## src/hw/rtl/mse_pkg.sv

```systemverilog
// Package of types, constants and lookup functions for the Morse symbol encoder.
`default_nettype none
package mse_pkg;

	localparam int unsigned VALUE_W = 7;
	localparam int unsigned DOT_W   = 10;
	localparam int unsigned FREQ_W  = 15;
	localparam int unsigned TONE_W  = 12;
	localparam int unsigned GAP_W   = 13;
	localparam int unsigned CODE_W  = 6;
	localparam int unsigned CFG_IDX_W = 2;

	localparam logic [CFG_IDX_W-1:0] REG_DOT_TIME  = 2'd0;
	localparam logic [CFG_IDX_W-1:0] REG_TONE_FREQ = 2'd1;

	localparam logic [DOT_W-1:0]  DOT_TIME_RST  = 10'd50;
	localparam logic [FREQ_W-1:0] TONE_FREQ_RST = 15'd1500;

	localparam logic [VALUE_W-1:0] CODE_SLASH  = 7'd36;
	localparam logic [VALUE_W-1:0] CODE_LSPACE = 7'd37;
	localparam logic [VALUE_W-1:0] CODE_WSPACE = 7'd38;
	localparam logic [VALUE_W-1:0] NUM_BASE    = 7'd10;
	localparam logic [VALUE_W-1:0] NUM_LIMIT   = 7'd100;

	// Element lengths in dot units.
	localparam logic [2:0] DOT_UNITS    = 3'd1;
	localparam logic [2:0] DASH_UNITS   = 3'd3;
	localparam logic [2:0] DIGIT_UNITS  = 3'd4;
	localparam logic [2:0] LSPACE_UNITS = 3'd3;
	localparam logic [2:0] WSPACE_UNITS = 3'd5;

	localparam logic OP_NUMBER = 1'b0;
	localparam logic OP_SYMBOL = 1'b1;

	typedef enum logic [1:0] {
		ST_IDLE,
		ST_DECODE,
		ST_EMIT
	} state_t;

	typedef enum logic [1:0] {
		KIND_SYM,
		KIND_BAD,
		KIND_LSPACE,
		KIND_WSPACE
	} elem_kind_t;

	// Pattern is first element in the top bit, a one marks a dash.
	typedef struct packed {
		logic [2:0] len;
		logic [4:0] pat;
	} sym_t;

	function automatic sym_t sym_lookup(input logic [CODE_W-1:0] code);
		sym_t s;
		case (code)
			6'd0:  s = '{3'd5, 5'b11111};
			6'd1:  s = '{3'd5, 5'b01111};
			6'd2:  s = '{3'd5, 5'b00111};
			6'd3:  s = '{3'd5, 5'b00011};
			6'd4:  s = '{3'd5, 5'b00001};
			6'd5:  s = '{3'd5, 5'b00000};
			6'd6:  s = '{3'd5, 5'b10000};
			6'd7:  s = '{3'd5, 5'b11000};
			6'd8:  s = '{3'd5, 5'b11100};
			6'd9:  s = '{3'd5, 5'b11110};
			6'd10: s = '{3'd2, 5'b01000};
			6'd11: s = '{3'd4, 5'b10000};
			6'd12: s = '{3'd4, 5'b10100};
			6'd13: s = '{3'd3, 5'b10000};
			6'd14: s = '{3'd1, 5'b00000};
			6'd15: s = '{3'd4, 5'b00100};
			6'd16: s = '{3'd3, 5'b11000};
			6'd17: s = '{3'd4, 5'b00000};
			6'd18: s = '{3'd2, 5'b00000};
			6'd19: s = '{3'd4, 5'b01110};
			6'd20: s = '{3'd3, 5'b10100};
			6'd21: s = '{3'd4, 5'b01000};
			6'd22: s = '{3'd2, 5'b11000};
			6'd23: s = '{3'd2, 5'b10000};
			6'd24: s = '{3'd3, 5'b11100};
			6'd25: s = '{3'd4, 5'b01100};
			6'd26: s = '{3'd4, 5'b11010};
			6'd27: s = '{3'd3, 5'b01000};
			6'd28: s = '{3'd3, 5'b00000};
			6'd29: s = '{3'd1, 5'b10000};
			6'd30: s = '{3'd3, 5'b00100};
			6'd31: s = '{3'd4, 5'b00010};
			6'd32: s = '{3'd3, 5'b01100};
			6'd33: s = '{3'd4, 5'b10010};
			6'd34: s = '{3'd4, 5'b10110};
			6'd35: s = '{3'd4, 5'b11000};
			6'd36: s = '{3'd5, 5'b10010};
			default: s = '{3'd1, 5'b00000};
		endcase
		return s;
	endfunction

	// Tens digit of a number below 100: multiply by 205/2048.
	function automatic logic [3:0] tens_of(input logic [VALUE_W-1:0] v);
		logic [14:0] p;
		p = 15'(v) * 15'd205;
		return p[14:11];
	endfunction

	// Dot time scaled by a small unit count with shifts and adds.
	function automatic logic [GAP_W-1:0] scale_dot(input logic [DOT_W-1:0] dot,
			input logic [2:0] units);
		logic [GAP_W-1:0] d;
		d = GAP_W'(dot);
		return (units[2] ? (d << 2) : '0) + (units[1] ? (d << 1) : '0) +
			(units[0] ? d : '0);
	endfunction

endpackage
`default_nettype wire

```

## src/hw/rtl/mse_ifs.sv

```systemverilog
// Channel interfaces of the Morse symbol encoder: input items, elements and configuration.
`default_nettype none
interface mse_in_if import mse_pkg::*; ();
	logic               valid;
	logic               ready;
	logic               op;
	logic [VALUE_W-1:0] value;
	modport source (output valid, output op, output value, input ready);
	modport sink (input valid, input op, input value, output ready);
endinterface

interface mse_out_if import mse_pkg::*; ();
	logic              valid;
	logic              ready;
	logic              tone_on;
	logic [TONE_W-1:0] tone_time;
	logic [GAP_W-1:0]  gap_time;
	logic [FREQ_W-1:0] freq_out;
	logic              bad_code;
	logic              last;
	modport source (output valid, output tone_on, output tone_time, output gap_time,
		output freq_out, output bad_code, output last, input ready);
	modport sink (input valid, input tone_on, input tone_time, input gap_time,
		input freq_out, input bad_code, input last, output ready);
endinterface

interface mse_cfg_if import mse_pkg::*; ();
	logic                 valid;
	logic                 ready;
	logic [CFG_IDX_W-1:0] index;
	logic [FREQ_W-1:0]    data;
	modport source (output valid, output index, output data, input ready);
	modport sink (input valid, input index, input data, output ready);
endinterface
`default_nettype wire

```

## src/hw/rtl/morse_symbol_encoder.sv

```systemverilog
// Top level of the Morse symbol encoder: decoder, element sequencer and output register.
//
// An item on sym_in is either a number 0..99 (op 0) or a symbol code (op 1):
// digits 0-9, letters a-z as 10-35, slash 36, letter space 37, word space 38.
// Each item gives a run of elements on elem_out, the final one marked last.
// A tone element lasts one dot or three dots and is followed by a one-dot gap;
// the last element of a tens digit carries a four-dot gap. Letter and word
// spaces give one pure-gap element of three or five dots. Out-of-range input
// gives one element with bad_code set.
// Sequence: the item is taken in ST_IDLE, decoded in ST_DECODE in the next cycle,
// and elements then leave one per cycle from the output register while the
// receiver does not stall, up to ten per item. The element sequencer, which
// uses two shift-add dot scalers, sets that pace.
// sym_in.ready is high only while the sequencer is idle.
// When the receiver stalls the output register holds and the sequencer waits.
// The cfg channel is always ready: index 0 writes dot_time, index 1 writes
// tone_freq and other indexes are ignored; write it only when idle.
// Reset clears the sequencer and sets dot_time to 50 and tone_freq to 1500.
`default_nettype none
module morse_symbol_encoder import mse_pkg::*; (
	input  wire        clk,
	input  wire        arst_n,
	mse_in_if.sink     sym_in,
	mse_out_if.source  elem_out,
	mse_cfg_if.sink    cfg
);

	state_t             state_q, state_d;
	logic [DOT_W-1:0]   dot_time_q;
	logic [FREQ_W-1:0]  tone_freq_q;
	logic               op_q;
	logic [VALUE_W-1:0] value_q;

	elem_kind_t         kind_q;
	logic [4:0]         pat_q;
	logic [2:0]         cnt_q;
	logic [4:0]         pat_b_q;
	logic [2:0]         len_b_q;
	logic               two_q;

	logic               out_valid_q;
	logic               tone_on_q;
	logic [TONE_W-1:0]  tone_time_q;
	logic [GAP_W-1:0]   gap_time_q;
	logic               bad_q;
	logic               last_q;

	logic               accept;
	logic               slot_free;
	logic               emit;
	logic               sym_end;
	logic               run_done;

	// Decode signals.
	logic               dec_bad;
	logic [3:0]         dec_tens;
	logic [VALUE_W-1:0] dec_units;
	logic               dec_two;
	logic [CODE_W-1:0]  dec_code_a;
	sym_t               dec_sym_a, dec_sym_b;
	elem_kind_t         dec_kind;

	// Element values.
	logic [2:0]         tone_units, gap_units;
	logic [GAP_W-1:0]   tone_scaled, gap_scaled;

	assign accept    = sym_in.valid && sym_in.ready;
	assign slot_free = !out_valid_q || elem_out.ready;
	assign sym_in.ready = (state_q == ST_IDLE);
	assign cfg.ready = 1'b1;

	always_comb begin
		dec_bad = (op_q == OP_SYMBOL) ? (value_q > CODE_WSPACE) : (value_q >= NUM_LIMIT);
		dec_tens = tens_of(value_q);
		dec_units = value_q - (VALUE_W'(dec_tens) << 3) - (VALUE_W'(dec_tens) << 1);
		dec_two = (op_q == OP_NUMBER) && (value_q >= NUM_BASE) && !dec_bad;
		dec_code_a = dec_two ? CODE_W'(dec_tens) : value_q[CODE_W-1:0];
		dec_sym_a = sym_lookup(dec_code_a);
		dec_sym_b = sym_lookup(dec_units[CODE_W-1:0]);
		if (dec_bad) begin
			dec_kind = KIND_BAD;
		end else if (op_q == OP_SYMBOL && value_q == CODE_LSPACE) begin
			dec_kind = KIND_LSPACE;
		end else if (op_q == OP_SYMBOL && value_q == CODE_WSPACE) begin
			dec_kind = KIND_WSPACE;
		end else begin
			dec_kind = KIND_SYM;
		end
	end

	// Two shift-add scalers turn the unit counts of the current element into ms.
	always_comb begin
		sym_end = (cnt_q == 3'd1);
		case (kind_q)
			KIND_SYM: begin
				tone_units = pat_q[4] ? DASH_UNITS : DOT_UNITS;
				gap_units  = (sym_end && two_q) ? DIGIT_UNITS : DOT_UNITS;
			end
			KIND_LSPACE: begin
				tone_units = 3'd0;
				gap_units  = LSPACE_UNITS;
			end
			KIND_WSPACE: begin
				tone_units = 3'd0;
				gap_units  = WSPACE_UNITS;
			end
			default: begin
				tone_units = 3'd0;
				gap_units  = 3'd0;
			end
		endcase
		tone_scaled = scale_dot(dot_time_q, tone_units);
		gap_scaled  = scale_dot(dot_time_q, gap_units);
	end

	always_comb begin
		state_d  = state_q;
		emit     = 1'b0;
		run_done = 1'b0;
		case (state_q)
			ST_IDLE: begin
				if (accept) begin
					state_d = ST_DECODE;
				end
			end
			ST_DECODE: begin
				state_d = ST_EMIT;
			end
			ST_EMIT: begin
				if (slot_free) begin
					emit = 1'b1;
					run_done = (kind_q != KIND_SYM) || (sym_end && !two_q);
					if (run_done) begin
						state_d = ST_IDLE;
					end
				end
			end
			default: begin
				state_d = ST_IDLE;
			end
		endcase
	end

	always_ff @(posedge clk or negedge arst_n) begin
		if (!arst_n) begin
			state_q     <= ST_IDLE;
			out_valid_q <= 1'b0;
			dot_time_q  <= DOT_TIME_RST;
			tone_freq_q <= TONE_FREQ_RST;
		end else begin
			state_q <= state_d;
			if (emit) begin
				out_valid_q <= 1'b1;
			end else if (elem_out.ready) begin
				out_valid_q <= 1'b0;
			end
			if (cfg.valid && cfg.ready) begin
				case (cfg.index)
					REG_DOT_TIME:  dot_time_q  <= cfg.data[DOT_W-1:0];
					REG_TONE_FREQ: tone_freq_q <= cfg.data;
					default: ;
				endcase
			end
		end
	end

	always_ff @(posedge clk) begin
		if (accept) begin
			op_q    <= sym_in.op;
			value_q <= sym_in.value;
		end
		if (state_q == ST_DECODE) begin
			kind_q  <= dec_kind;
			pat_q   <= dec_sym_a.pat;
			cnt_q   <= dec_sym_a.len;
			pat_b_q <= dec_sym_b.pat;
			len_b_q <= dec_sym_b.len;
			two_q   <= dec_two;
		end else if (emit && kind_q == KIND_SYM) begin
			if (sym_end) begin
				// Tens digit finished: carry on with the units digit.
				pat_q <= pat_b_q;
				cnt_q <= len_b_q;
				two_q <= 1'b0;
			end else begin
				pat_q <= {pat_q[3:0], 1'b0};
				cnt_q <= cnt_q - 3'd1;
			end
		end
		if (emit) begin
			tone_on_q   <= (kind_q == KIND_SYM);
			tone_time_q <= tone_scaled[TONE_W-1:0];
			gap_time_q  <= gap_scaled;
			bad_q       <= (kind_q == KIND_BAD);
			last_q      <= run_done;
		end
	end

	assign elem_out.valid     = out_valid_q;
	assign elem_out.tone_on   = tone_on_q;
	assign elem_out.tone_time = tone_time_q;
	assign elem_out.gap_time  = gap_time_q;
	assign elem_out.freq_out  = tone_freq_q;
	assign elem_out.bad_code  = bad_q;
	assign elem_out.last      = last_q;

	a_accept_decodes: assert property (@(posedge clk) disable iff (!arst_n)
		accept |=> state_q == ST_DECODE)
		else $error("accepted item was not decoded next");

	a_bad_is_last: assert property (@(posedge clk) disable iff (!arst_n)
		(out_valid_q && bad_q) |-> (last_q && !tone_on_q))
		else $error("flagged element is not a lone final gap");

	a_no_input_while_emitting: assert property (@(posedge clk) disable iff (!arst_n)
		(state_q == ST_EMIT) |-> !sym_in.ready)
		else $error("input taken while a run is being sent");

	a_last_frees_input: assert property (@(posedge clk) disable iff (!arst_n)
		(emit && run_done) |=> (state_q == ST_IDLE && out_valid_q && last_q))
		else $error("final element did not end the run");

endmodule
`default_nettype wire
```

## src/flat_wrapper.sv

```systemverilog
// flat-port wrapper written by rule: the top's interface ports become plain ports
module morse_symbol_encoder_flat import mse_pkg::*;
  (clk, arst_n, sym_in_valid, sym_in_op, sym_in_value, sym_in_ready, elem_out_valid, elem_out_tone_on, elem_out_tone_time, elem_out_gap_time, elem_out_freq_out, elem_out_bad_code, elem_out_last, elem_out_ready, cfg_valid, cfg_index, cfg_data, cfg_ready);
  mse_in_if sym_in_i ();
  mse_out_if elem_out_i ();
  mse_cfg_if cfg_i ();
  input  wire clk;
  input  wire arst_n;
  input wire logic [$bits(sym_in_i.valid)-1:0] sym_in_valid;
  input wire logic [$bits(sym_in_i.op)-1:0] sym_in_op;
  input wire logic [$bits(sym_in_i.value)-1:0] sym_in_value;
  output wire logic [$bits(sym_in_i.ready)-1:0] sym_in_ready;
  output wire logic [$bits(elem_out_i.valid)-1:0] elem_out_valid;
  output wire logic [$bits(elem_out_i.tone_on)-1:0] elem_out_tone_on;
  output wire logic [$bits(elem_out_i.tone_time)-1:0] elem_out_tone_time;
  output wire logic [$bits(elem_out_i.gap_time)-1:0] elem_out_gap_time;
  output wire logic [$bits(elem_out_i.freq_out)-1:0] elem_out_freq_out;
  output wire logic [$bits(elem_out_i.bad_code)-1:0] elem_out_bad_code;
  output wire logic [$bits(elem_out_i.last)-1:0] elem_out_last;
  input wire logic [$bits(elem_out_i.ready)-1:0] elem_out_ready;
  input wire logic [$bits(cfg_i.valid)-1:0] cfg_valid;
  input wire logic [$bits(cfg_i.index)-1:0] cfg_index;
  input wire logic [$bits(cfg_i.data)-1:0] cfg_data;
  output wire logic [$bits(cfg_i.ready)-1:0] cfg_ready;
  assign sym_in_i.valid = sym_in_valid;
  assign sym_in_i.op = sym_in_op;
  assign sym_in_i.value = sym_in_value;
  assign sym_in_ready = sym_in_i.ready;
  assign elem_out_valid = elem_out_i.valid;
  assign elem_out_tone_on = elem_out_i.tone_on;
  assign elem_out_tone_time = elem_out_i.tone_time;
  assign elem_out_gap_time = elem_out_i.gap_time;
  assign elem_out_freq_out = elem_out_i.freq_out;
  assign elem_out_bad_code = elem_out_i.bad_code;
  assign elem_out_last = elem_out_i.last;
  assign elem_out_i.ready = elem_out_ready;
  assign cfg_i.valid = cfg_valid;
  assign cfg_i.index = cfg_index;
  assign cfg_i.data = cfg_data;
  assign cfg_ready = cfg_i.ready;
  morse_symbol_encoder u_core (.clk(clk), .arst_n(arst_n), .sym_in(sym_in_i), .elem_out(elem_out_i), .cfg(cfg_i));
endmodule
```

## config.mk

```make
export PLATFORM = sky130hd
export DESIGN_NAME = morse_symbol_encoder_flat
export DESIGN_NICKNAME = d
export VERILOG_FILES = /design/src/hw/rtl/mse_pkg.sv /design/src/hw/rtl/mse_ifs.sv /design/src/hw/rtl/morse_symbol_encoder.sv /design/src/flat_wrapper.sv
export SDC_FILE = /design/constraint.sdc
export NUM_CORES = 1
export LEC_CHECK = 0
export BUFFER_PORTS_ARGS = -buffer_cell sky130_fd_sc_hd__clkbuf_2
export CORE_ASPECT_RATIO = 1.75
export CORE_MARGIN = 1.5
export CORE_UTILIZATION = 60
export DETAILED_ROUTE_END_ITERATION = 16
export PLACE_DENSITY = 0.92
export SLEW_MARGIN = 20
export SYNTH_ARGS = -nofsm -noshare
export SYNTH_HDL_FRONTEND = slang
export SYNTH_SLANG_ARGS = --single-unit
```

## constraint.sdc

```tcl
create_clock -name clk -period 8.3 [get_ports clk]
set_clock_uncertainty 0.2 [all_clocks]
set_input_delay 1.245 -clock clk [delete_from_list [all_inputs] [get_ports clk]]
set_output_delay 1.245 -clock clk [all_outputs]
set_load 0.03 [all_outputs]
```

==> impl_metrics.xml, run 1 <==
<?xml version="1.0" encoding="UTF-8"?>
<metrics>
  <group name="status">
    <metric name="status" unit="">finished, final reports clean</metric>
  </group>
  <group name="worst_setup_path">
    <metric name="critical_path.startpoint" unit="">u_core.value_q[4]</metric>
    <metric name="critical_path.reg2reg.endpoint" unit="">u_core.pat_b_q[3]</metric>
    <metric name="crit_buf_inv" unit="">6</metric>
    <metric name="worstPathArrival" unit="ns">6.68</metric>
    <metric name="crit_family" unit="">adder cells</metric>
    <metric name="max_fanout_on_critical_path" unit="">12</metric>
    <metric name="worstSetupEndpointType" unit="">register</metric>
    <metric name="worstSetupEndpoint" unit="">u_core.pat_b_q[3]</metric>
    <metric name="ff2ff_setup_slack" unit="ns">1.52</metric>
    <metric name="required" unit="ns">8.20</metric>
    <metric name="critical_path.startpoint_type" unit="">register</metric>
    <metric name="worstPathCellList" unit="">inv_2 -&gt; ha_1 -&gt; inv_1 -&gt; fa_1 -&gt; ha_1 -&gt; inv_1 -&gt; fa_1 -&gt; inv_1 -&gt; ha_1 -&gt; and3_1 -&gt; a221oi_1 -&gt; o22ai_1 -&gt; or3_1 -&gt; nand2_1 -&gt; inv_1 -&gt; fa_1 -&gt; inv_1 -&gt; ha_1 -&gt; xnor2_1 -&gt; nor2_1 -&gt; mux2i_1 -&gt; o21ai_0 -&gt; a21bo_1</metric>
    <metric name="critical_path_class" unit="">register to register</metric>
    <metric name="critPathSlowestCell" unit="">xnor2_1</metric>
    <metric name="critical_path.reg2reg.startpoint" unit="">u_core.value_q[4]</metric>
    <metric name="worst_path_most_repeated_cell" unit="">inv_1</metric>
    <metric name="cp.depth" unit="">23</metric>
    <metric name="worst_r2r_path_depth" unit="">23</metric>
    <metric name="cp_slowest_stage_delay" unit="ns">0.75</metric>
  </group>
  <group name="place">
    <metric name="port_bufs" unit="">74</metric>
    <metric name="placed_area" unit="um^2">7300</metric>
    <metric name="dp_hpwl" unit="um">13500</metric>
    <metric name="place_congestion" unit="">0.925</metric>
  </group>
  <group name="timing">
    <metric name="worst_pin_slew" unit="ns">0.900</metric>
    <metric name="worst_slew_margin_rel" unit="%">39.5</metric>
    <metric name="setup_repair_after_global_routing_missed_its_margin" unit="">false</metric>
    <metric name="tns" unit="ns">0</metric>
    <metric name="fin_crit_sh" unit="%">81.7</metric>
    <metric name="total_setup_violations_reported_at_the_end_of_the_flow" unit="">0</metric>
    <metric name="layout_min_cycle_time" unit="ns">6.78</metric>
    <metric name="total_count_of_hold_check_failures_in_the_final_report" unit="">0</metric>
    <metric name="timing.fmax" unit="GHz">0.147</metric>
    <metric name="maxSlewViolCount" unit="">0</metric>
  </group>
  <group name="logic_synthesis">
    <metric name="netlist-cell-type-count" unit="">72</metric>
    <metric name="yosysWarnings" unit="">0</metric>
    <metric name="syn-mean-instance-area" unit="um^2">9.88</metric>
    <metric name="synthesis.instances" unit="">691</metric>
    <metric name="synth-seq-area-share" unit="%">34.6</metric>
    <metric name="synth_nets" unit="">829</metric>
    <metric name="asyncSetResetFlopFracSynth" unit="%">33.7</metric>
    <metric name="synth-main-ff-cell" unit="">edfxtp_1</metric>
    <metric name="synth-edff-count" unit="">55</metric>
    <metric name="synth-seq-cells" unit="">83</metric>
    <metric name="synthesis.area" unit="um^2">6830</metric>
  </group>
  <group name="finish">
    <metric name="flow.area_growth_from_synthesis" unit="%">11.7</metric>
    <metric name="num-nets-final" unit="">898</metric>
    <metric name="n_antenna_cell" unit="">0</metric>
    <metric name="final_util" unit="%">68.7</metric>
    <metric name="final_area" unit="um^2">7630</metric>
    <metric name="final_layout_size_suffix_gt1_share" unit="%">19.3</metric>
  </group>
  <group name="route">
    <metric name="post_drt_wl_per_cell" unit="um">19.5</metric>
    <metric name="drt-pass1-iter-count" unit="">5</metric>
    <metric name="first_iter_violations" unit="">380</metric>
    <metric name="antenna_left" unit="">0</metric>
    <metric name="route.vias.total" unit="">5663</metric>
    <metric name="avgViaCountPerCell" unit="">6.31</metric>
    <metric name="remaining_drc_errors" unit="">0</metric>
    <metric name="route.final.wire_length" unit="um">17500</metric>
  </group>
  <group name="clock_tree">
    <metric name="postCtsSetupRepairBufs" unit="">0</metric>
    <metric name="numClockSinks" unit="">83</metric>
    <metric name="cts.hold.buffers_added" unit="">0</metric>
    <metric name="clock_tree.buffer_depth" unit="">2</metric>
    <metric name="ctsHtreeMaxLevel" unit="">3</metric>
    <metric name="clock_tree_from_tritoncts" unit="">built</metric>
    <metric name="clkLatencyLatePin" unit="ns">0.34</metric>
    <metric name="clk_transition_reported_paths" unit="ns">0.07</metric>
    <metric name="cts_inserted_buffers" unit="">9</metric>
    <metric name="cts-root-buf" unit="">clkbuf_16</metric>
    <metric name="cts.repair.resized" unit="">0</metric>
  </group>
  <group name="run">
    <metric name="maxCapViolations" unit="">0</metric>
  </group>
  <group name="die">
    <metric name="top_level_ports" unit="">76</metric>
    <metric name="die_h" unit="um">144</metric>
    <metric name="placeable_core_region" unit="um^2">11100</metric>
    <metric name="floorplan.die.width" unit="um">83.6</metric>
    <metric name="core.rowCount" unit="">51</metric>
    <metric name="start_util" unit="%">61.5</metric>
    <metric name="dieArea" unit="um^2">12100</metric>
  </group>
  <group name="grt">
    <metric name="grt_first_pass_wirelength" unit="um">28300</metric>
    <metric name="largest_net_degree_at_the_start_of_global_routing" unit="">29</metric>
    <metric name="first_global_vias" unit="">5895</metric>
    <metric name="groute.usage.overall" unit="%">29.9</metric>
    <metric name="grt_remaining_overflow" unit="">0</metric>
    <metric name="grt_antenna_before_repair" unit="">0</metric>
  </group>
  <group name="worst_hold_path">
    <metric name="timing.hold.worst.class" unit="">register to register</metric>
  </group>
</metrics>
[synth_stat cells, types with 3 or more instances]
cell | number | share of area, %
and3_1 | 10 | 0.92
nor2b_1 | 8 | 0.73
fa_1 | 20 | 5.9
nand4_1 | 4 | 0.37
a311oi_1 | 3 | 0.38
a21oi_1 | 36 | 2.6
a2111oi_0 | 3 | 0.38
o21ai_0 | 26 | 1.9
clkbuf_1 | 12 | 0.66
nand2_1 | 79 | 4.3
o211ai_1 | 5 | 0.55
o21ai_1 | 5 | 0.37
o21a_1 | 3 | 0.33
inv_1 | 66 | 3.6
mux4_2 | 3 | 0.99
o31ai_1 | 3 | 0.33
a21boi_0 | 5 | 0.55
mux2_2 | 25 | 4.1
a31oi_1 | 4 | 0.37
a221oi_1 | 5 | 0.64
o41ai_1 | 4 | 0.51
nor2_1 | 42 | 2.3
dfstp_2 | 10 | 3.8
a211oi_1 | 6 | 0.66
dfrtp_1 | 18 | 6.6
o21bai_1 | 3 | 0.33
nand2b_1 | 6 | 0.55
edfxtp_1 | 55 | 24
nor3_1 | 10 | 0.73
and2_1 | 28 | 2.6
nand3_1 | 11 | 0.81
a21o_1 | 11 | 1.2
xnor2_1 | 15 | 1.9
ha_1 | 88 | 16
xor2_1 | 10 | 1.3
buf_2 | 3 | 0.22
[worst min-delay path by stage]
| stage | endpoint | slack, ns | startpoint | depth (start not counted) |
|---|---|---|---|---|
| after floorplan | u_core.pat_q[0] | 0.32 | u_core.pat_b_q[0] | 2 |
| after global placement | u_core.elem_out.freq_out[9] | 0.29 | u_core.elem_out.freq_out[9] | 1 |
| after detailed placement | u_core.elem_out.freq_out[13] | 0.30 | u_core.elem_out.freq_out[13] | 1 |
| after CTS | u_core.elem_out.freq_out[13] | 0.32 | u_core.elem_out.freq_out[13] | 1 |
| after global routing | u_core.elem_out.freq_out[11] | 0.34 | u_core.elem_out.freq_out[11] | 1 |
| final | u_core.elem_out.freq_out[14] | 0.32 | u_core.elem_out.freq_out[14] | 1 |
[state kept, by name (all words and copies together) (netlist names)]
name / cells
u_core.elem_out.bad_code: 1
u_core.op_q: 1
u_core.elem_out.tone_on: 1
u_core.cnt_q: 3
u_core.pat_b_q: 5
u_core.elem_out.valid: 1
u_core.len_b_q: 3
u_core.value_q: 7
u_core.two_q: 1
u_core.elem_out.gap_time: 13
u_core.elem_out.freq_out: 15
u_core.elem_out.last: 1
u_core.elem_out.tone_time: 12
u_core.kind_q: 2
u_core.state_q: 2
u_core.dot_time_q: 10
u_core.pat_q: 5
[per-layer routing]
metal / share of wire [%] / vias to the layer above / GRT usage [%]
met5: 0 / - / 0
met4: 7.1 / 0 / 21.9
met3: 4.5 / 92 / 3.71
met2: 56 / 279 / 58.6
met1: 33 / 2707 / 27.9
li1: - / 2585 / -
[through the flow]
step           worst slack (ns)  instances  hold WS (ns)
2_1_floorplan              2.35        691         0.315
3_3_place_gp               1.86        881         0.288
3_5_place_dp               1.54        881         0.304
4_1_cts                    1.53        897         0.319
5_1_grt                    1.15        897         0.336
6_report                   1.52        897         0.321
[cell families after synthesis]
kind of cell,count (synthesis),synth area share [%]
simple gates,208,14.6
compound gates,148,14.7
fa+ha+maj,108,22.0
mux,29,5.26
flops,83,34.6
xor+xnor,27,3.68
buf+inv,87,5.06
other cells,1,0.0549
[layout make-up]
type,count,area (um^2)
repair buffers,77,393
inverters,68,255
clock buffers,10,239
flip-flops and latches,83,2360
fillers,803,3480
well taps,132,165
multi-input cells,521,4140
clock inverters,6,68.8
[placed cells by master (no fill, tap or decap), types with 4 or more instances in the layout]
cell type   n
o211ai_1    5
a211oi_1    6
dfrtp_1    18
a21boi_0    5
fa_1       20
ha_1       88
mux2_2     25
inv_1      66
a21oi_1    36
and2_1     28
a31oi_1     4
o21ai_1     5
edfxtp_1   55
nor2b_1     8
o41ai_1     4
nand4_1     4
clkbuf_16   9
o21ai_0    26
clkbuf_2   74
xor2_1      9
nand3_1    11
dfstp_2    10
a221oi_1    5
a21o_1     11
and3_1     10
nor2_1     40
nand2b_1    6
nor3_1     10
nand2_1    79
xnor2_1    15
Power of run 1 is left out: the tool's default activity adds up to more than one toggle a clock period on the data nets, which glitch-free logic cannot reach.
==> run 2, diff against run 1 <==
--- a/config.mk
+++ b/config.mk
@@ -8,9 +8,9 @@
 export BUFFER_PORTS_ARGS = -buffer_cell sky130_fd_sc_hd__clkbuf_2
 export CORE_ASPECT_RATIO = 1.75
 export CORE_MARGIN = 1.5
-export CORE_UTILIZATION = 60
+export CORE_UTILIZATION = 54
 export DETAILED_ROUTE_END_ITERATION = 16
-export PLACE_DENSITY = 0.92
+export PLACE_DENSITY = 0.88
 export SLEW_MARGIN = 20
 export SYNTH_ARGS = -nofsm -noshare
 export SYNTH_HDL_FRONTEND = slang
==> constraint.sdc (replaced) <==
create_clock -name clk -period 5.95 [get_ports clk]
set_clock_uncertainty 0.2 [all_clocks]
set_input_delay 0.8925 -clock clk [delete_from_list [all_inputs] [get_ports clk]]
set_output_delay 0.8925 -clock clk [all_outputs]
set_load 0.03 [all_outputs]
==> run 2 against run 1 <==
Compared with the run above: non-clock buffer count grew 38; critical path depth is the same; first-iteration DRC count shrank 22%; die area grew 11%; register-to-register slack lost 1.4 ns; flip-flop and latch count is the same; worst setup slack lost 1.4 ns; fmax grew 15%; global-route usage shrank 4.0 points; sequential share of layout area shrank 2.0 points; highest routed layer unchanged; cell area grew 6.8%.
==> impl_metrics.xml, run 2 (synthesized netlist as in run 1, its figures left out) <==
<?xml version="1.0" encoding="UTF-8"?>
<metrics>
  <group name="clock_tree">
    <metric name="cts-root-buf" unit="">clkbuf_16</metric>
    <metric name="clk_transition_reported_paths" unit="ns">0.07</metric>
    <metric name="cts_inserted_buffers" unit="">9</metric>
    <metric name="clkLatencyLatePin" unit="ns">0.34</metric>
    <metric name="cts.hold.buffers_added" unit="">0</metric>
    <metric name="clock_tree.buffer_depth" unit="">2</metric>
    <metric name="ctsHtreeMaxLevel" unit="">3</metric>
    <metric name="numClockSinks" unit="">83</metric>
    <metric name="clock_tree_from_tritoncts" unit="">built</metric>
  </group>
  <group name="route">
    <metric name="drt-pass1-iter-count" unit="">5</metric>
    <metric name="route.final.wire_length" unit="um">16900</metric>
    <metric name="dr_wl_met2" unit="um">9510</metric>
    <metric name="remaining_drc_errors" unit="">0</metric>
    <metric name="route.vias.total" unit="">5722</metric>
    <metric name="post_drt_wl_per_cell" unit="um">17.4</metric>
    <metric name="antenna_left" unit="">0</metric>
    <metric name="maxUsedRoutingLayer" unit="">met4</metric>
    <metric name="wl_met3" unit="um">574</metric>
    <metric name="avgViaCountPerCell" unit="">5.89</metric>
    <metric name="first_iter_violations" unit="">297</metric>
    <metric name="detail_route.wirelength.met1" unit="um">5730</metric>
  </group>
  <group name="die">
    <metric name="floorplan.die.width" unit="um">88.0</metric>
    <metric name="dieArea" unit="um^2">13400</metric>
    <metric name="core.rowCount" unit="">54</metric>
    <metric name="start_util" unit="%">54.9</metric>
    <metric name="die_h" unit="um">152</metric>
    <metric name="placeable_core_region" unit="um^2">12400</metric>
    <metric name="top_level_ports" unit="">76</metric>
  </group>
  <group name="timing">
    <metric name="setup_repair_after_global_routing_missed_its_margin" unit="">true</metric>
    <metric name="worst_slew_margin_rel" unit="%">48.2</metric>
    <metric name="timing.fmax" unit="GHz">0.170</metric>
    <metric name="total_setup_violations_reported_at_the_end_of_the_flow" unit="">0</metric>
    <metric name="tns" unit="ns">0</metric>
    <metric name="total_count_of_hold_check_failures_in_the_final_report" unit="">0</metric>
    <metric name="maxSlewViolCount" unit="">0</metric>
    <metric name="worst_pin_slew" unit="ns">0.775</metric>
    <metric name="hold_ws" unit="ns">0.307</metric>
    <metric name="fin_crit_sh" unit="%">98.8</metric>
    <metric name="layout_min_cycle_time" unit="ns">5.88</metric>
  </group>
  <group name="worst_setup_path">
    <metric name="critPathSlowestCell" unit="">fa_1</metric>
    <metric name="cp_slowest_stage_delay" unit="ns">0.54</metric>
    <metric name="crit_buf_inv" unit="">5</metric>
    <metric name="worst_path_most_repeated_cell" unit="">inv_2</metric>
    <metric name="max_fanout_on_critical_path" unit="">5</metric>
    <metric name="crit_family" unit="">adder cells</metric>
    <metric name="worstPathCellList" unit="">ha_1 -&gt; inv_2 -&gt; fa_1 -&gt; ha_1 -&gt; inv_2 -&gt; fa_1 -&gt; inv_1 -&gt; ha_1 -&gt; and3_4 -&gt; a221oi_4 -&gt; o22ai_2 -&gt; or3_4 -&gt; nand2_2 -&gt; inv_2 -&gt; fa_1 -&gt; inv_2 -&gt; ha_4 -&gt; nand2_4 -&gt; o21ai_4 -&gt; xnor2_4 -&gt; mux2i_1 -&gt; o21ai_1 -&gt; a21bo_1</metric>
    <metric name="worstPathArrival" unit="ns">5.77</metric>
    <metric name="worstSetupEndpointType" unit="">register</metric>
    <metric name="worst_r2r_path_depth" unit="">23</metric>
    <metric name="required" unit="ns">5.85</metric>
    <metric name="critical_path.startpoint_type" unit="">register</metric>
    <metric name="critical_path.reg2reg.startpoint" unit="">u_core.value_q[5]</metric>
    <metric name="critical_path.reg2reg.endpoint" unit="">u_core.pat_b_q[3]</metric>
    <metric name="ff2ff_setup_slack" unit="ns">0.07</metric>
    <metric name="critical_path_class" unit="">register to register</metric>
  </group>
  <group name="finish">
    <metric name="ff_latch_area" unit="um^2">2360</metric>
    <metric name="final_layout_size_suffix_gt1_share" unit="%">26.2</metric>
    <metric name="layout.cells.most_common_list" unit="">ha_1 (84), nand2_1 (77), clkbuf_2 (74), inv_1 (61), edfxtp_1 (55)</metric>
    <metric name="final.fill_count" unit="">980</metric>
    <metric name="flow.area_growth_from_synthesis" unit="%">19.3</metric>
    <metric name="final_area" unit="um^2">8150</metric>
    <metric name="layout.cells.most_common" unit="">ha_1</metric>
    <metric name="num-nets-final" unit="">936</metric>
    <metric name="multi_input_area" unit="um^2">4300</metric>
    <metric name="post_layout_nonfiller_instances" unit="">971</metric>
    <metric name="n_antenna_cell" unit="">0</metric>
    <metric name="flip_flop_count_of_the_largest_register_after_layout" unit="">15</metric>
  </group>
  <group name="status">
    <metric name="status" unit="">finished, final reports clean</metric>
  </group>
  <group name="grt">
    <metric name="first_global_vias" unit="">5783</metric>
    <metric name="groute.usage.overall" unit="%">25.9</metric>
    <metric name="grt_antenna_before_repair" unit="">0</metric>
    <metric name="largest_net_degree_at_the_start_of_global_routing" unit="">30</metric>
    <metric name="grt_first_pass_wirelength" unit="um">26600</metric>
    <metric name="grt_remaining_overflow" unit="">0</metric>
  </group>
  <group name="place">
    <metric name="placed_area" unit="um^2">7590</metric>
    <metric name="port_bufs" unit="">74</metric>
    <metric name="dp.cells" unit="">948</metric>
    <metric name="place_congestion" unit="">0.932</metric>
    <metric name="dp_hpwl" unit="um">12700</metric>
  </group>
  <group name="worst_hold_path">
    <metric name="timing.hold.worst.class" unit="">register to register</metric>
    <metric name="whs_endpoint" unit="">u_core.elem_out.freq_out[9]</metric>
    <metric name="worstHoldStart" unit="">u_core.elem_out.freq_out[9]</metric>
    <metric name="hold-path-cell-count" unit="">1</metric>
  </group>
  <group name="run">
    <metric name="maxCapViolations" unit="">0</metric>
  </group>
</metrics>
-- run 2: cell count changes in the layout (fill, tap and decap cells not counted), moves of 3 or more --
cell	change
buf_4	+35
inv_1	-5
inv_2	+5
ha_1	-4
a21oi_1	-3
ha_4	+3
-- run 2: routing by layer --
layer / up-vias / GRT usage, %
met4: 0 / 17.9
met2: 228 / 49.7
li1: 2666 / -
met1: 2745 / 24.4
met3: 83 / 3.09
met5: - / 0
-- run 2: worst max-delay path by stage --
stage / end / depth (start not counted) / from
3_5_place_dp: u_core.pat_b_q[3] / 24 / u_core.value_q[4]
5_1_grt: u_core.pat_b_q[4] / 20 / u_core.value_q[5]
2_1_floorplan: u_core.pat_b_q[3] / 24 / u_core.value_q[4]
4_1_cts: u_core.pat_b_q[3] / 22 / u_core.value_q[6]
6_report: u_core.pat_b_q[3] / 23 / u_core.value_q[5]
3_3_place_gp: u_core.pat_b_q[3] / 23 / u_core.value_q[5]
-- run 2: area by class of cell --
| type | instances | share of cell area [%] |
|---|---|---|
| Tap cell | 168 | 2.58 |
| Clock buffer | 11 | 3.38 |
| Inverter | 68 | 3.13 |
| Clock inverter | 5 | 0.553 |
| Sequential cell | 83 | 29.0 |
| Multi-Input combinational cell | 521 | 52.8 |
| Timing Repair Buffer | 115 | 8.57 |
-- run 2: metrics by stage --
step	util, %	setup WS (ns)
3_3_place_gp	61.0	0.0403
5_1_grt	65.5	-0.212
4_1_cts	63.8	0.0201
2_1_floorplan	-	0.0278
3_5_place_dp	61.0	-0.0929
6_report	65.5	0.0730
-- run 2: timing repair --
| action | in CTS | in global routing |
|---|---|---|
| setup endpoints to repair | 1 | 8 |
| buffers inserted | 2 | 5 |
| resized for setup | 1 | 35 |
| pin swaps | 1 | 20 |
Power of run 2 is left out for the same reason.
==> run 3, diff against run 2 <==
--- a/config.mk
+++ b/config.mk
@@ -10,7 +10,9 @@
 export CORE_MARGIN = 1.5
 export CORE_UTILIZATION = 54
 export DETAILED_ROUTE_END_ITERATION = 16
+export HOLD_SLACK_MARGIN = 0.05
 export PLACE_DENSITY = 0.88
+export RECOVER_POWER = 50
 export SLEW_MARGIN = 20
 export SYNTH_ARGS = -nofsm -noshare
 export SYNTH_HDL_FRONTEND = slang
==> run 3 against run 2 <==
Compared with the run above: the run now ends with max-capacitance violations, max-slew violations left; via count is 0.21% higher; routed wire length fell by 0.11%; clock-buffer cell count unchanged; critical path depth fell by 3; final cell count stayed put; fmax barely moved; highest routed layer unchanged.
==> impl_metrics.xml, run 3 (synthesized netlist as in run 1, its figures left out) <==
<?xml version="1.0" encoding="UTF-8"?>
<metrics>
  <group name="finish">
    <metric name="flow.area_growth_from_synthesis" unit="%">18.9</metric>
    <metric name="flip_flop_count_of_the_largest_register_after_layout" unit="">15</metric>
    <metric name="final.fill_count" unit="">993</metric>
    <metric name="final_layout_size_suffix_gt1_share" unit="%">24.0</metric>
    <metric name="final_util" unit="%">65.3</metric>
    <metric name="num-nets-final" unit="">936</metric>
    <metric name="layout.cells.most_common" unit="">ha_1</metric>
    <metric name="layout.cells.most_common_list" unit="">ha_1 (84), nand2_1 (77), inv_1 (61), clkbuf_2 (60), edfxtp_1 (55)</metric>
    <metric name="n_antenna_cell" unit="">0</metric>
  </group>
  <group name="worst_setup_path">
    <metric name="critical_path.startpoint" unit="">u_core.value_q[5]</metric>
    <metric name="worst_r2r_path_depth" unit="">20</metric>
    <metric name="cp_slowest_stage_delay" unit="ns">0.53</metric>
    <metric name="worstSetupEndpointType" unit="">register</metric>
    <metric name="critical_path_class" unit="">register to register</metric>
    <metric name="critical_path.reg2reg.endpoint" unit="">u_core.pat_b_q[4]</metric>
    <metric name="critical_path.reg2reg.startpoint" unit="">u_core.value_q[5]</metric>
    <metric name="max_fanout_on_critical_path" unit="">23</metric>
    <metric name="worstPathCellList" unit="">ha_1 -&gt; inv_2 -&gt; fa_1 -&gt; ha_1 -&gt; inv_2 -&gt; fa_1 -&gt; inv_1 -&gt; ha_1 -&gt; and3_4 -&gt; buf_4 -&gt; o2111ai_2 -&gt; and3_4 -&gt; nor3_2 -&gt; fa_1 -&gt; inv_1 -&gt; ha_2 -&gt; xnor2_2 -&gt; buf_12 -&gt; mux4_2 -&gt; o2bb2ai_1</metric>
    <metric name="worstPathArrival" unit="ns">5.86</metric>
    <metric name="critical_path.startpoint_type" unit="">register</metric>
    <metric name="required" unit="ns">5.93</metric>
    <metric name="crit_buf_inv" unit="">6</metric>
    <metric name="critPathSlowestCell" unit="">mux4_2</metric>
    <metric name="crit_family" unit="">adder cells</metric>
    <metric name="ff2ff_setup_slack" unit="ns">0.08</metric>
  </group>
  <group name="worst_hold_path">
    <metric name="hold-path-cell-count" unit="">1</metric>
    <metric name="whs_endpoint" unit="">u_core.elem_out.freq_out[9]</metric>
    <metric name="timing.hold.worst.class" unit="">register to register</metric>
    <metric name="worstHoldStart" unit="">u_core.elem_out.freq_out[9]</metric>
  </group>
  <group name="route">
    <metric name="avgViaCountPerCell" unit="">5.91</metric>
    <metric name="drt-pass1-iter-count" unit="">5</metric>
    <metric name="first_iter_violations" unit="">330</metric>
    <metric name="remaining_drc_errors" unit="">0</metric>
    <metric name="post_drt_wl_per_cell" unit="um">17.4</metric>
    <metric name="route.vias.total" unit="">5734</metric>
    <metric name="route.final.wire_length" unit="um">16900</metric>
    <metric name="antenna_left" unit="">0</metric>
  </group>
  <group name="place">
    <metric name="port_bufs" unit="">74</metric>
    <metric name="dp_hpwl" unit="um">12700</metric>
    <metric name="place_congestion" unit="">0.932</metric>
    <metric name="placement.setup.worst_slack" unit="ns">-0.0929</metric>
  </group>
  <group name="timing">
    <metric name="maxSlewViolCount" unit="">59</metric>
    <metric name="tns" unit="ns">0</metric>
    <metric name="worst_pin_slew" unit="ns">1.55</metric>
    <metric name="total_setup_violations_reported_at_the_end_of_the_flow" unit="">0</metric>
    <metric name="hold_ws" unit="ns">0.307</metric>
    <metric name="timing.fmax" unit="GHz">0.170</metric>
    <metric name="worst_slack" unit="ns">0.0755</metric>
    <metric name="worst_slew_margin_rel" unit="%">-3.04</metric>
    <metric name="total_count_of_hold_check_failures_in_the_final_report" unit="">0</metric>
    <metric name="layout_min_cycle_time" unit="ns">5.87</metric>
    <metric name="fin_crit_sh" unit="%">98.7</metric>
    <metric name="setup_repair_after_global_routing_missed_its_margin" unit="">true</metric>
  </group>
  <group name="die">
    <metric name="core.rowCount" unit="">54</metric>
    <metric name="floorplan.die.width" unit="um">88.0</metric>
    <metric name="die_h" unit="um">152</metric>
    <metric name="placeable_core_region" unit="um^2">12400</metric>
    <metric name="top_level_ports" unit="">76</metric>
    <metric name="start_util" unit="%">54.9</metric>
    <metric name="dieArea" unit="um^2">13400</metric>
  </group>
  <group name="run">
    <metric name="maxCapViolations" unit="">2</metric>
  </group>
  <group name="status">
    <metric name="violations" unit="">max-capacitance violations, max-slew violations</metric>
    <metric name="status" unit="">finished with violations</metric>
  </group>
  <group name="grt">
    <metric name="largest_net_degree_at_the_start_of_global_routing" unit="">30</metric>
    <metric name="grt_antenna_before_repair" unit="">0</metric>
    <metric name="grt_first_pass_wirelength" unit="um">26600</metric>
    <metric name="first_global_vias" unit="">5783</metric>
    <metric name="groute.usage.overall" unit="%">25.9</metric>
    <metric name="grt_remaining_overflow" unit="">0</metric>
  </group>
  <group name="clock_tree">
    <metric name="clk_transition_reported_paths" unit="ns">0.07</metric>
    <metric name="cts-root-buf" unit="">clkbuf_16</metric>
    <metric name="ctsHtreeMaxLevel" unit="">3</metric>
    <metric name="clock_tree_from_tritoncts" unit="">built</metric>
    <metric name="clkLatencyLatePin" unit="ns">0.34</metric>
    <metric name="cts_inserted_buffers" unit="">9</metric>
    <metric name="numClockSinks" unit="">83</metric>
    <metric name="clock_tree.buffer_depth" unit="">2</metric>
  </group>
</metrics>
run 3: cell types whose count changed in the layout (fill, tap and decap cells not counted):
cell	change
clkbuf_1	+17
clkbuf_2	-14
buf_4	-3
and2_0	+2
and2_1	-2
run 3: metrics by stage:
step | instance area, um^2 | cells
after floorplan | 6830 | 691
after global placement | 7590 | 948
after detailed placement | 7590 | 948
after CTS | 7930 | 966
after global routing | 8120 | 971
final | 8120 | 971
run 3: repair_timing:
| action | CTS | global route |
|---|---|---|
| hold buffers | 0 | 0 |
| setup buffers | 2 | 5 |
| gates resized for setup | 1 | 35 |
| endpoints found under the setup margin | 1 | 8 |
| pin swaps | 1 | 20 |
run 3: routing by layer:
layer | part of all wire (%) | vias to the layer above | global-route usage [%]
met5 | 0 | - | 0
met1 | 34 | 2753 | 24.4
li1 | - | 2669 | -
met2 | 56 | 229 | 49.7
met3 | 3.4 | 83 | 3.09
met4 | 6.2 | 0 | 17.9
run 3: area by class of cell:
| class | instances | area, um^2 | share of cell area [%] |
|---|---|---|---|
| Clock inverter | 5 | 45.0 | 0.555 |
| Timing Repair Buffer | 115 | 669 | 8.25 |
| Multi-Input combinational cell | 521 | 4300 | 52.9 |
| Clock buffer | 11 | 275 | 3.39 |
| Inverter | 68 | 255 | 3.14 |
| Tap cell | 168 | 210 | 2.59 |
| Sequential cell | 83 | 2360 | 29.1 |
run 3: how the worst max path moves through the flow:
stage	endpoint	slack [ns]	cells past startpoint
finish	u_core.pat_b_q[4]	0.08	20
global route	u_core.pat_b_q[4]	-0.21	20
detailed placement	u_core.pat_b_q[3]	-0.09	24
global placement	u_core.pat_b_q[3]	0.04	23
floorplan	u_core.pat_b_q[3]	0.03	24
CTS	u_core.pat_b_q[3]	0.02	22
Power of run 3 is left out for the same reason.
